--- src/design/fpfa_pkg.sv ---
// Shared types, constants and helper functions for the fixed-partition fit allocator.
package fpfa_pkg;

  localparam int NUM_BLOCKS_DEF = 8;
  localparam int SIZE_BITS_DEF  = 16;

  localparam int FUNC_W       = 2;
  localparam int IDX_FIELD_W  = 3;
  localparam int SIZE_FIELD_W = 16;
  localparam int SUM_W        = 19;
  localparam int IN_TDATA_W   = 24;
  localparam int OUT_TDATA_W  = 48;

  typedef enum logic [1:0] {
    POL_FIRST = 2'd0,
    POL_BEST  = 2'd1,
    POL_WORST = 2'd2,
    POL_NEXT  = 2'd3
  } policy_t;

  typedef enum logic [1:0] {
    FN_REQUEST = 2'd0,
    FN_LOAD    = 2'd1,
    FN_CLEAR   = 2'd2
  } func_t;

  typedef enum logic [2:0] {
    ST_IDLE,
    ST_SCAN,
    ST_WAIT,
    ST_GRANT,
    ST_LD_RD,
    ST_LD_SUB,
    ST_LD_ADD,
    ST_FINISH
  } state_t;

  // Strobes from the sequencer to the scan unit
  typedef struct packed {
    logic clear;
    logic step;
  } scan_ctl_t;

  function automatic logic [SUM_W-1:0] sat_add(input logic [SUM_W-1:0] a,
                                               input logic [SUM_W-1:0] b);
    logic [SUM_W:0] s;
    s = {1'b0, a} + {1'b0, b};
    return s[SUM_W] ? {SUM_W{1'b1}} : s[SUM_W-1:0];
  endfunction

  function automatic logic [SUM_W-1:0] sat_sub(input logic [SUM_W-1:0] a,
                                               input logic [SUM_W-1:0] b);
    return (a >= b) ? (a - b) : '0;
  endfunction

endpackage

--- src/design/fpfa_size_ram.sv ---
// Partition size store: one write port, one read port with registered data.
module fpfa_size_ram #(
  parameter int DEPTH = fpfa_pkg::NUM_BLOCKS_DEF,
  parameter int WIDTH = fpfa_pkg::SIZE_BITS_DEF,
  parameter int AW    = 3
) (
  input  logic             clk,
  input  logic             wr_en,
  input  logic [AW-1:0]    wr_addr,
  input  logic [WIDTH-1:0] wr_data,
  input  logic [AW-1:0]    rd_addr,
  output logic [WIDTH-1:0] rd_data
);

  logic [WIDTH-1:0] mem [DEPTH];

  always_ff @(posedge clk) begin
    if (wr_en) begin
      mem[wr_addr] <= wr_data;
    end
  end

  always_ff @(posedge clk) begin
    rd_data <= mem[rd_addr];
  end

endmodule

--- src/design/fpfa_scan_unit.sv ---
// Shared compare unit: checks one partition per step and tracks the current pick.
module fpfa_scan_unit #(
  parameter int SIZE_BITS = fpfa_pkg::SIZE_BITS_DEF,
  parameter int IDX_W     = 3
) (
  input  logic                    clk,
  input  logic                    rst_n,
  input  fpfa_pkg::scan_ctl_t     ctl_i,
  input  fpfa_pkg::policy_t       policy_i,
  input  logic [SIZE_BITS-1:0]    req_i,
  input  logic [SIZE_BITS-1:0]    size_i,
  input  logic                    elig_i,
  input  logic [IDX_W-1:0]        idx_i,
  output logic                    found_o,
  output logic [IDX_W-1:0]        pick_o
);
  import fpfa_pkg::*;

  logic                 have_r;
  logic [IDX_W-1:0]     pick_r;
  logic [SIZE_BITS-1:0] best_r;
  logic                 fits;
  logic                 better;
  logic                 take;

  always_comb begin
    fits = elig_i && (size_i >= req_i);
    case (policy_i)
      POL_BEST:  better = size_i < best_r;
      POL_WORST: better = size_i > best_r;
      default:   better = 1'b0;
    endcase
    take = fits && (!have_r || better);
  end

  always_ff @(posedge clk) begin
    if (!rst_n) begin
      have_r <= 1'b0;
    end else if (ctl_i.clear) begin
      have_r <= 1'b0;
    end else if (ctl_i.step && take) begin
      have_r <= 1'b1;
    end
  end

  always_ff @(posedge clk) begin
    if (ctl_i.step && take) begin
      pick_r <= idx_i;
      best_r <= size_i;
    end
  end

  assign found_o = have_r;
  assign pick_o  = pick_r;

endmodule

--- src/design/fixed_partition_fit_allocator.sv ---
// Top level of the fixed-partition fit allocator: sequencer, flags, totals, result register.
// A request scans the size store, which reads one partition size per cycle, then passes
// through the wait and grant states. A load reads the old size, subtracts it, adds the new
// size and writes it; a clear or an unused code goes straight to the finish state.
// Throughput: one item at a time; in_tready is high only while the sequencer is idle, and
// a finished result waits in the output register while the next item is accepted.
// Reset (rst_n low, synchronous) empties the table flags, pointer, totals and policy.
module fixed_partition_fit_allocator #(
  parameter int NUM_BLOCKS = fpfa_pkg::NUM_BLOCKS_DEF,
  parameter int SIZE_BITS  = fpfa_pkg::SIZE_BITS_DEF
) (
  input  logic                             clk,
  input  logic                             rst_n,
  // configuration: fit policy
  input  logic                             cfg_wr_en,
  input  logic [1:0]                       cfg_wr_data,
  // input channel
  input  logic                             in_tvalid,
  output logic                             in_tready,
  // tdata: block_index [2:0], size [18:3], zero fill above
  input  logic [fpfa_pkg::IN_TDATA_W-1:0]  in_tdata,
  // tuser: func [1:0]
  input  logic [fpfa_pkg::FUNC_W-1:0]      in_tuser,
  // result channel
  output logic                             out_tvalid,
  input  logic                             out_tready,
  // tdata: granted [0], block_number [3:1], allocated_total [22:4],
  //        total_memory [41:23], zero fill above
  output logic [fpfa_pkg::OUT_TDATA_W-1:0] out_tdata
);
  import fpfa_pkg::*;

  localparam int IDX_W = (NUM_BLOCKS > 1) ? $clog2(NUM_BLOCKS) : 1;
  localparam int CNT_W = $clog2(NUM_BLOCKS + 1);

  state_t                  state_r, state_nxt;
  logic [IDX_FIELD_W-1:0]  idx_r;
  logic [SIZE_BITS-1:0]    req_r;
  policy_t                 policy_r;
  logic [NUM_BLOCKS-1:0]   loaded_r;
  logic [NUM_BLOCKS-1:0]   taken_r;
  logic [IDX_W-1:0]        ptr_r;
  logic [SUM_W-1:0]        granted_sum_r;
  logic [SUM_W-1:0]        memory_sum_r;
  logic [IDX_W-1:0]        scan_addr_r;
  logic [CNT_W-1:0]        cnt_r;
  logic [IDX_W-1:0]        rd_idx_r;
  logic                    rd_vld_r;
  logic                    granted_r;
  logic [IDX_FIELD_W-1:0]  number_r;
  logic                    out_valid_r;
  logic [OUT_TDATA_W-1:0]  out_data_r;

  logic                    in_xfer;
  logic                    out_free;
  logic [IDX_W-1:0]        ld_addr;
  logic [IDX_W-1:0]        rd_addr;
  logic [SIZE_BITS-1:0]    rd_data;
  logic                    ram_wr;
  scan_ctl_t               scan_ctl;
  logic                    found;
  logic [IDX_W-1:0]        pick;
  logic                    elig;

  assign in_tready = (state_r == ST_IDLE);
  assign in_xfer   = in_tvalid && in_tready;
  assign out_free  = !out_valid_r || out_tready;
  assign ld_addr   = IDX_W'(idx_r);
  assign rd_addr   = (state_r == ST_SCAN) ? scan_addr_r : ld_addr;
  assign ram_wr    = (state_r == ST_LD_ADD);
  assign elig      = loaded_r[rd_idx_r] && !taken_r[rd_idx_r];

  assign scan_ctl.clear = in_xfer;
  assign scan_ctl.step  = rd_vld_r;

  fpfa_size_ram #(
    .DEPTH (NUM_BLOCKS),
    .WIDTH (SIZE_BITS),
    .AW    (IDX_W)
  ) u_ram (
    .clk     (clk),
    .wr_en   (ram_wr),
    .wr_addr (ld_addr),
    .wr_data (req_r),
    .rd_addr (rd_addr),
    .rd_data (rd_data)
  );

  fpfa_scan_unit #(
    .SIZE_BITS (SIZE_BITS),
    .IDX_W     (IDX_W)
  ) u_scan (
    .clk      (clk),
    .rst_n    (rst_n),
    .ctl_i    (scan_ctl),
    .policy_i (policy_r),
    .req_i    (req_r),
    .size_i   (rd_data),
    .elig_i   (elig),
    .idx_i    (rd_idx_r),
    .found_o  (found),
    .pick_o   (pick)
  );

  // Sequencer: next state
  always_comb begin
    state_nxt = state_r;
    case (state_r)
      ST_IDLE: begin
        if (in_xfer) begin
          case (in_tuser)
            FN_REQUEST: state_nxt = ST_SCAN;
            FN_LOAD:    state_nxt = (32'(in_tdata[2:0]) < NUM_BLOCKS) ? ST_LD_RD : ST_FINISH;
            default:    state_nxt = ST_FINISH;
          endcase
        end
      end
      ST_SCAN: begin
        // advance once the last partition has been addressed
        if (cnt_r == CNT_W'(NUM_BLOCKS - 1)) begin
          state_nxt = ST_WAIT;
        end
      end
      ST_WAIT:   state_nxt = ST_GRANT;
      ST_GRANT:  state_nxt = ST_FINISH;
      ST_LD_RD:  state_nxt = ST_LD_SUB;
      ST_LD_SUB: state_nxt = ST_LD_ADD;
      ST_LD_ADD: state_nxt = ST_FINISH;
      ST_FINISH: begin
        // hold until the result register is free
        if (out_free) begin
          state_nxt = ST_IDLE;
        end
      end
      default:   state_nxt = ST_IDLE;
    endcase
  end

  always_ff @(posedge clk) begin
    if (!rst_n) begin
      state_r <= ST_IDLE;
    end else begin
      state_r <= state_nxt;
    end
  end

  // Fit policy register; the user must write it only while idle, the block itself does not enforce this
  always_ff @(posedge clk) begin
    if (!rst_n) begin
      policy_r <= POL_FIRST;
    end else if (cfg_wr_en) begin
      policy_r <= policy_t'(cfg_wr_data);
    end
  end

  // Latch the item fields on transfer
  always_ff @(posedge clk) begin
    if (in_xfer) begin
      idx_r      <= in_tdata[2:0];
      req_r      <= SIZE_BITS'(in_tdata[18:3]);
    end
  end

  // Scan address generation: one partition per cycle, wrapping at the table end
  always_ff @(posedge clk) begin
    if (!rst_n) begin
      rd_vld_r <= 1'b0;
    end else begin
      rd_vld_r <= (state_r == ST_SCAN);
    end
  end

  always_ff @(posedge clk) begin
    if (in_xfer) begin
      scan_addr_r <= (policy_r == POL_NEXT) ? ptr_r : '0;
      cnt_r       <= '0;
    end else if (state_r == ST_SCAN) begin
      scan_addr_r <= (scan_addr_r == IDX_W'(NUM_BLOCKS - 1)) ? '0 : scan_addr_r + 1'b1;
      cnt_r       <= cnt_r + 1'b1;
    end
    rd_idx_r <= scan_addr_r;
  end

  // Table flags, pointer and totals
  always_ff @(posedge clk) begin
    if (!rst_n) begin
      loaded_r      <= '0;
      taken_r       <= '0;
      ptr_r         <= '0;
      granted_sum_r <= '0;
      memory_sum_r  <= '0;
      granted_r     <= 1'b0;
      number_r      <= '0;
    end else begin
      if (in_xfer) begin
        granted_r <= 1'b0;
        number_r  <= '0;
        if (in_tuser == FN_CLEAR) begin
          loaded_r      <= '0;
          taken_r       <= '0;
          ptr_r         <= '0;
          granted_sum_r <= '0;
          memory_sum_r  <= '0;
        end
      end
      if (state_r == ST_GRANT && found) begin
        taken_r[pick] <= 1'b1;
        granted_sum_r <= sat_add(granted_sum_r, SUM_W'(req_r));
        if (policy_r == POL_NEXT) begin
          ptr_r <= pick;
        end
        granted_r <= 1'b1;
        number_r  <= IDX_FIELD_W'(pick);
      end
      // drop the old size of a reloaded partition
      if (state_r == ST_LD_SUB && loaded_r[ld_addr]) begin
        memory_sum_r <= sat_sub(memory_sum_r, SUM_W'(rd_data));
      end
      if (state_r == ST_LD_ADD) begin
        memory_sum_r      <= sat_add(memory_sum_r, SUM_W'(req_r));
        loaded_r[ld_addr] <= 1'b1;
      end
    end
  end

  // Result register
  always_ff @(posedge clk) begin
    if (!rst_n) begin
      out_valid_r <= 1'b0;
    end else if (state_r == ST_FINISH && out_free) begin
      out_valid_r <= 1'b1;
    end else if (out_tready) begin
      out_valid_r <= 1'b0;
    end
  end

  always_ff @(posedge clk) begin
    if (state_r == ST_FINISH && out_free) begin
      out_data_r <= {6'd0, memory_sum_r, granted_sum_r, number_r, granted_r};
    end
  end

  assign out_tvalid = out_valid_r;
  assign out_tdata  = out_data_r;

  // zero fill bits of the input word carry nothing
  logic unused_ok;
  assign unused_ok = ^in_tdata[IN_TDATA_W-1:19];

endmodule

--- config.mk ---
export PLATFORM = sky130hd
export DESIGN_NAME = fixed_partition_fit_allocator
export DESIGN_NICKNAME = d
export VERILOG_FILES = /design/src/design/fpfa_pkg.sv /design/src/design/fpfa_size_ram.sv /design/src/design/fpfa_scan_unit.sv /design/src/design/fixed_partition_fit_allocator.sv
export SDC_FILE = /design/constraint.sdc
export NUM_CORES = 1
export LEC_CHECK = 0
export ABC_AREA = 1
export BUFFER_PORTS_ARGS = -buffer_cell sky130_fd_sc_hd__buf_2
export CAP_MARGIN = 15
export CORE_UTILIZATION = 25
export DETAILED_ROUTE_END_ITERATION = 16
export SYNTH_ARGS = -nofsm -noshare
export SYNTH_HDL_FRONTEND = slang
export SYNTH_SLANG_ARGS = --single-unit
--- constraint.sdc ---
create_clock -name clk -period 5.04 [get_ports clk]
set_input_delay 0.756 -clock clk [delete_from_list [all_inputs] [get_ports clk]]
set_output_delay 0.756 -clock clk [all_outputs]
set_load 0.005 [all_outputs]
Word-level counts from Yosys, hierarchy flattened
Memory sizes are Yosys's and may differ from the RTL's. A register that Yosys moved wholly into a read port is not among the register bits. Cells that the tools add are included.

Bits in registers: 159. Bits in writable memories: 128. Logic and storage cells: 132. Memories: 1.

Memories: u_ram.mem (words 8, width 16, rd ports 1, clocked after Yosys merged registers in 1, write ports 1, line fpfa_size_ram.sv:15) `logic [WIDTH-1:0] mem [DEPTH];`.

$add $sub $neg: 5. Magnitude comparators: 9. Equality and inequality tests: 17. Muxes and demuxes: 49. Bitwise logic cells: 3. Reduce and logical (&&, ||, !) cells: 28.

Operators by type and width (count): two-way mux 19 bit (8); two-way mux 8 bit (8); two-way mux 3 bit (14); adder 19 x 16 -> 20 bit (2); case mux 3 bit (7 select lines) (1); greater-or-equal comparator 19 x 16 -> 1 bit (1); subtractor 19 x 16 -> 19 bit (1); greater-or-equal comparator 16 bit (1); > comparator 16 bit (1); < comparator 16 bit (1); OR 8 bit (2); equality test 3 bit (second input constant) (5); < comparator 3 x 4 -> 1 bit (second input constant) (3); two-way mux 1 bit (11); logical AND 1 bit (10); binary-select mux 1 bit (select 3 bit) (3); nonzero test 2 bit (4); demux 1 bit (select 3 bit) (2); equality test 2 bit (second input constant) (3); equality test 3 x 2 -> 1 bit (second input constant) (2); greater-or-equal comparator 3 x 1 -> 1 bit (second input constant) (2); case mux 3 bit (2 select lines) (1); nonzero test 3 bit (2); adder 4 x 1 -> 4 bit (second input constant) (1); 15 further kinds (22).

Longest topological paths before layout
Word-level depth: 7. Gate-level depth with buffers: 16. Depth with buffers taken out: 16.

By module
A second synthesis with hierarchy kept.

Cell total of the unflattened synthesis: 2000. Area, all modules: 16340.7 um^2.

By module, submodules not included: fixed_partition_fit_allocator (instances 1, cells an instance 1234, area each 8785.9 um^2, seq. area each 3423.3 um^2); fpfa_size_ram (instances 1, cells an instance 587, area each 5989.5 um^2, seq. area each 4164.0 um^2); fpfa_scan_unit (instances 1, cells an instance 179, area each 1565.3 um^2, seq. area each 590.6 um^2).

Worst setup path before layout
Ideal clock, no wire load.

Path type: input -> register. Start: in out_tready. End: reg out_data_r[0], in the netlist out_tdata[0], enable pin. Arrival time: 2603 ps. Required time: 4597 ps. Slack: 1994 ps. Stages on the path: 2. Path buffers: 0. Cells stage by stage: nor2_1 nor2_1.

Longest elaborated chain between the ends: 2.

Ends and longest elaborated chain: from (decl) (line fixed_partition_fit_allocator.sv:26) `input logic out_tready,`; logical OR 1 bit (line fixed_partition_fit_allocator.sv:67) `assign out_free = !out_valid_r || out_tready;`; logical AND 1 bit (line fixed_partition_fit_allocator.sv:238) `if (state_r == ST_FINISH && out_free) begin`; to (signal assigned) (line fixed_partition_fit_allocator.sv:239) `out_data_r <= {6'd0, memory_sum_r, granted_sum_r, number_r, granted_r};`; to (decl) (line fixed_partition_fit_allocator.sv:52) `logic [OUT_TDATA_W-1:0] out_data_r;`.

Every way passes these cells. A chain may end at the register's enable or synchronous reset.

Worst setup path after layout
Start: reg req_r[14]. End: reg memory_sum_r[11].

Longest elaborated chain between the ends: 3.

Ends and longest elaborated chain: from (decl) (line fixed_partition_fit_allocator.sv:38) `logic [SIZE_BITS-1:0] req_r;`; from (signal assigned) (line fixed_partition_fit_allocator.sv:160) `req_r <= SIZE_BITS'(in_tdata[18:3]);`; adder 19 x 16 -> 20 bit (line fpfa_pkg.sv:47) `s = {1'b0, a} + {1'b0, b};`; two-way mux 19 bit (line fpfa_pkg.sv:48) `return s[SUM_W] ? {SUM_W{1'b1}} : s[SUM_W-1:0];`; two-way mux 19 bit (line fixed_partition_fit_allocator.sv:219) `if (state_r == ST_LD_ADD) begin`; to (signal assigned) (line fixed_partition_fit_allocator.sv:217) `memory_sum_r <= sat_sub(memory_sum_r, SUM_W'(rd_data));`; to (signal assigned) (line fixed_partition_fit_allocator.sv:220) `memory_sum_r <= sat_add(memory_sum_r, SUM_W'(req_r));`; to (decl) (line fixed_partition_fit_allocator.sv:44) `logic [SUM_W-1:0] memory_sum_r;`.

Every way passes these cells.

==> reports/results.txt <==
GR Overflow Total - 0
Worst-Skew Late Latency - 0.59 ns
RSZ-0062 raised after global routing - no
EDFF count, synth - 211
Post-Syn Instances - 1,656
Placer Congestion - 0.904
final hold slack - 0.340 ns
Max clock buf depth - 3
share of the synthesized area in the top cell type - 41.8%
Resized Gates After CTS - 0
area post-placement - 0.0164 mm^2
outcome - complete, no violations
post-synthesis simple-gate area fraction - 19.1%
met2 usage - 22.1%
global-route wire length before repair - 62.4 mm
vias post-DR - 11,600
Synth Flop Type - edfxtp_1
Critical Path RT - 5.52 ns
Syn Std Cell Area - 0.0152 mm^2
met1 Track Usage GR - 17.5%
core footprint - 0.0595 mm^2
cell taking the most area after synthesis - edfxtp_1
Hold Path Depth - 1
combinational group share of total power - 32.1%
Post-CTS Setup Inserts - 0
Die Span X - 248 um
fill count - 6,289
busiest grt layer - met2
top cells by count, synth - nand2_1 (366), edfxtp_1 (211), nor2_1 (200), inv_1 (173), o21ai_0 (106)
Num CTS Buffers - 31
final slew viol count - 0
startpoint types - flip-flop
worst path arrival time - 3.59 ns
final hold vios - 0
most frequent cell after synthesis - nand2_1
CTS clk-pin slew, worst paths - 0.06 ns
worst clock skew - 0.00768 ns
type of the tightest min-delay check - primary input to flip-flop
Post-Layout Inst Area - 0.0174 mm^2
Die Y - 248 um
Diodes inserted - 0
vias in the first global route - 11,100
buffers added on ports - 71
main combinational cell family by area after synthesis - simple AND/OR/NAND/NOR gates
syn_area_per_cell - 9.16 um^2
Synth Register Bits - 303
CTS Sinks - 303
critical path fanouts, max - 13
post-synth cell types - 45
die area - 0.0616 mm^2
P_int - 5.18 mW
Final min period - 3.11 ns
Max VDD drop - 327 uV
R2R Path Start - req_r[14]
Psw - 3.02 mW
TritonCTS clock tree - yes
worst reg2reg path depth - 9
Leak - 7.25 nW
DRT antenna net count - 0
Layout area overhead - 14.5%
clock share of power - 27.2%
Total Routing Usage GR - 13.0%
WL final - 40.6 mm
Async SR Flop Fraction - 0%
1st-iter DRT viols - 798
WL/cell - 16.0 um
Max Fclk - 322 MHz
CTS Hold Buffers Added - 0
met3 Usage GRT - 1.14%
worst min-delay path startpoint - in_tdata[6]
fin nets - 1,856
setup tns final - 0 ns
RR Endpoint - memory_sum_r[11]
row count - 89
Adder-Cell Fraction of Synth Area - 7.49%
fraction of synthesized area in multiplexers - 1.19%
final core utilization - 29.2%
crit share post-route - 61.7%
max-cap viol count - 0
Synth Area in Compound Gates - 10.6%
htree depth - 1
sequential area share after synthesis - 53.9%
Sw Ratio - 36.8%
synth top area cells - edfxtp_1 (42%), dfxtp_1 (12%), nand2_1 (9.1%)
hold endpoint - req_r[3]
CP Capture Type - flip-flop
share of cells above drive strength 1 - 9.72%
initial core utilization - 25.5%
drt first pass iters - 5
dpl hpwl - 28.8 mm
Synth Area in XOR/XNOR - 1.44%
largest net degree at the start of global routing - 65
# DRC - 0
initial antenna violation count - 0
Slew HR - 24.5%
worst-margin pin slew - 1.13 ns
yosys warns - 0
Setup Crit Path Kind - flip-flop to flip-flop
Reg power frac - 40.7%
I/O pin cnt - 83
register-to-register setup slack - 1.93 ns
Via density - 4.59
final setup violating endpoints - 0
clock root cell - clkbuf_16
Power per Cell Area - 472 mW/mm^2
[state kept, by name (all words and copies together), names as in the netlist, 2 cells and up]
name and count:
cnt_r 4, granted_sum_r 19, idx_r 3, loaded_r 8
memory_sum_r 19, number_r 3, out_tdata 42, policy_r 2
ptr_r 3, rd_idx_r 3, req_r 16, scan_addr_r 3
state_r 3, taken_r 8, u_ram.mem 128, u_ram.rd_data 16
u_scan.best_r 16, u_scan.pick_o 3
[worst max-delay path, cell delays in order (launching register included)]
cell      delay [ns]
edfxtp_1        0.61
ha_1            0.46
a21oi_1         0.22
o21ai_0         0.14
a21oi_1         0.21
nand2_1         0.08
nor2_1          0.72
o21ai_0         0.30
nand2_1         0.17
a21oi_1         0.07
[placed cells by master (no fill, tap or decap), types with 2 or more instances in the layout]
master | Yosys | routed
mux2_2 | 16 | 16
dfxtp_1 | 92 | 92
nand2_1 | 366 | 366
clkbuf_16 | 0 | 31
o21ai_1 | 35 | 35
a21o_1 | 4 | 4
o21bai_1 | 4 | 4
o21a_1 | 4 | 4
nor2_1 | 200 | 199
nor2_4 | 3 | 4
inv_1 | 173 | 173
nor3_4 | 3 | 3
inv_2 | 9 | 9
a31oi_1 | 2 | 2
nand4_1 | 13 | 13
nand3_1 | 79 | 79
o21ai_0 | 106 | 106
conb_1 | 1 | 6
o21ai_4 | 1 | 2
o22ai_1 | 36 | 36
nand3b_1 | 11 | 11
xor2_1 | 15 | 15
buf_4 | 10 | 14
a21boi_0 | 2 | 2
fa_1 | 3 | 3
a21oi_1 | 95 | 95
clkbuf_8 | 0 | 5
xnor2_1 | 10 | 10
edfxtp_1 | 211 | 211
clkinv_2 | 0 | 4
ha_1 | 86 | 86
nor3_1 | 10 | 10
nor2_2 | 2 | 2
clkbuf_1 | 13 | 14
buf_2 | 19 | 71
nor4_1 | 4 | 4
nor3_2 | 2 | 2
o211ai_1 | 4 | 4
[metal layers]
metal	vias up	wire length, um	share of wire [%]
met5	-	0	0
met1	5487	18800	46
li1	5775	-	-
met3	53	1840	4.5
met2	316	19100	47
met4	0	877	2.2
[cells by family after synthesis]
kind of cell / Yosys count
AO/OA/AOI/OAI: 297
XOR/XNOR: 25
adder cells (fa/ha/maj): 89
buffers and inverters: 228
flip-flops: 303
multiplexers: 16
other: 1
AND/OR/NAND/NOR: 697
[area by class of cell]
| class | instances | area, um^2 | share of cell area (%) |
|---|---|---|---|
| Tap cell | 773 | 967 | 5.57 |
| Clock inverter | 8 | 86.3 | 0.497 |
| Timing Repair Buffer | 85 | 460 | 2.65 |
| Clock buffer | 50 | 897 | 5.17 |
| Multi-Input combinational cell | 1130 | 6080 | 35.0 |
| Sequential cell | 303 | 8180 | 47.1 |
| Inverter | 183 | 687 | 3.96 |
[through the flow]
step | total power, mW | worst slack (ns) | instances
floorplan | 5.21 | 1.99 | 1661
global placement | 5.96 | 1.86 | 2474
detailed placement | 6.01 | 1.89 | 2474
CTS | 8.26 | 1.88 | 2532
global route | 8.73 | 1.62 | 2532
finish | 8.20 | 1.93 | 2532
[power groups by stage]
stage	sequential (mW)	combinational [mW]	clock, mW
2_1_floorplan	3.21	2.01	0
3_5_place_dp	3.39	2.62	0
6_report	3.34	2.63	2.23
3_3_place_gp	3.38	2.58	0
5_1_grt	3.37	2.99	2.37
4_1_cts	3.34	2.64	2.28
[worst max-delay path by stage]
stage,from,end,slack (ns),cells after the start
final,req_r[14],memory_sum_r[11],1.93,9
after global routing,req_r[10],memory_sum_r[2],1.62,13
after CTS,req_r[14],memory_sum_r[11],1.88,9
after detailed placement,req_r[14],memory_sum_r[11],1.89,9
after global placement,req_r[14],memory_sum_r[11],1.86,9
after floorplan,out_tready,out_tdata[0],1.99,2
Power figures use the tool's default switching activity.
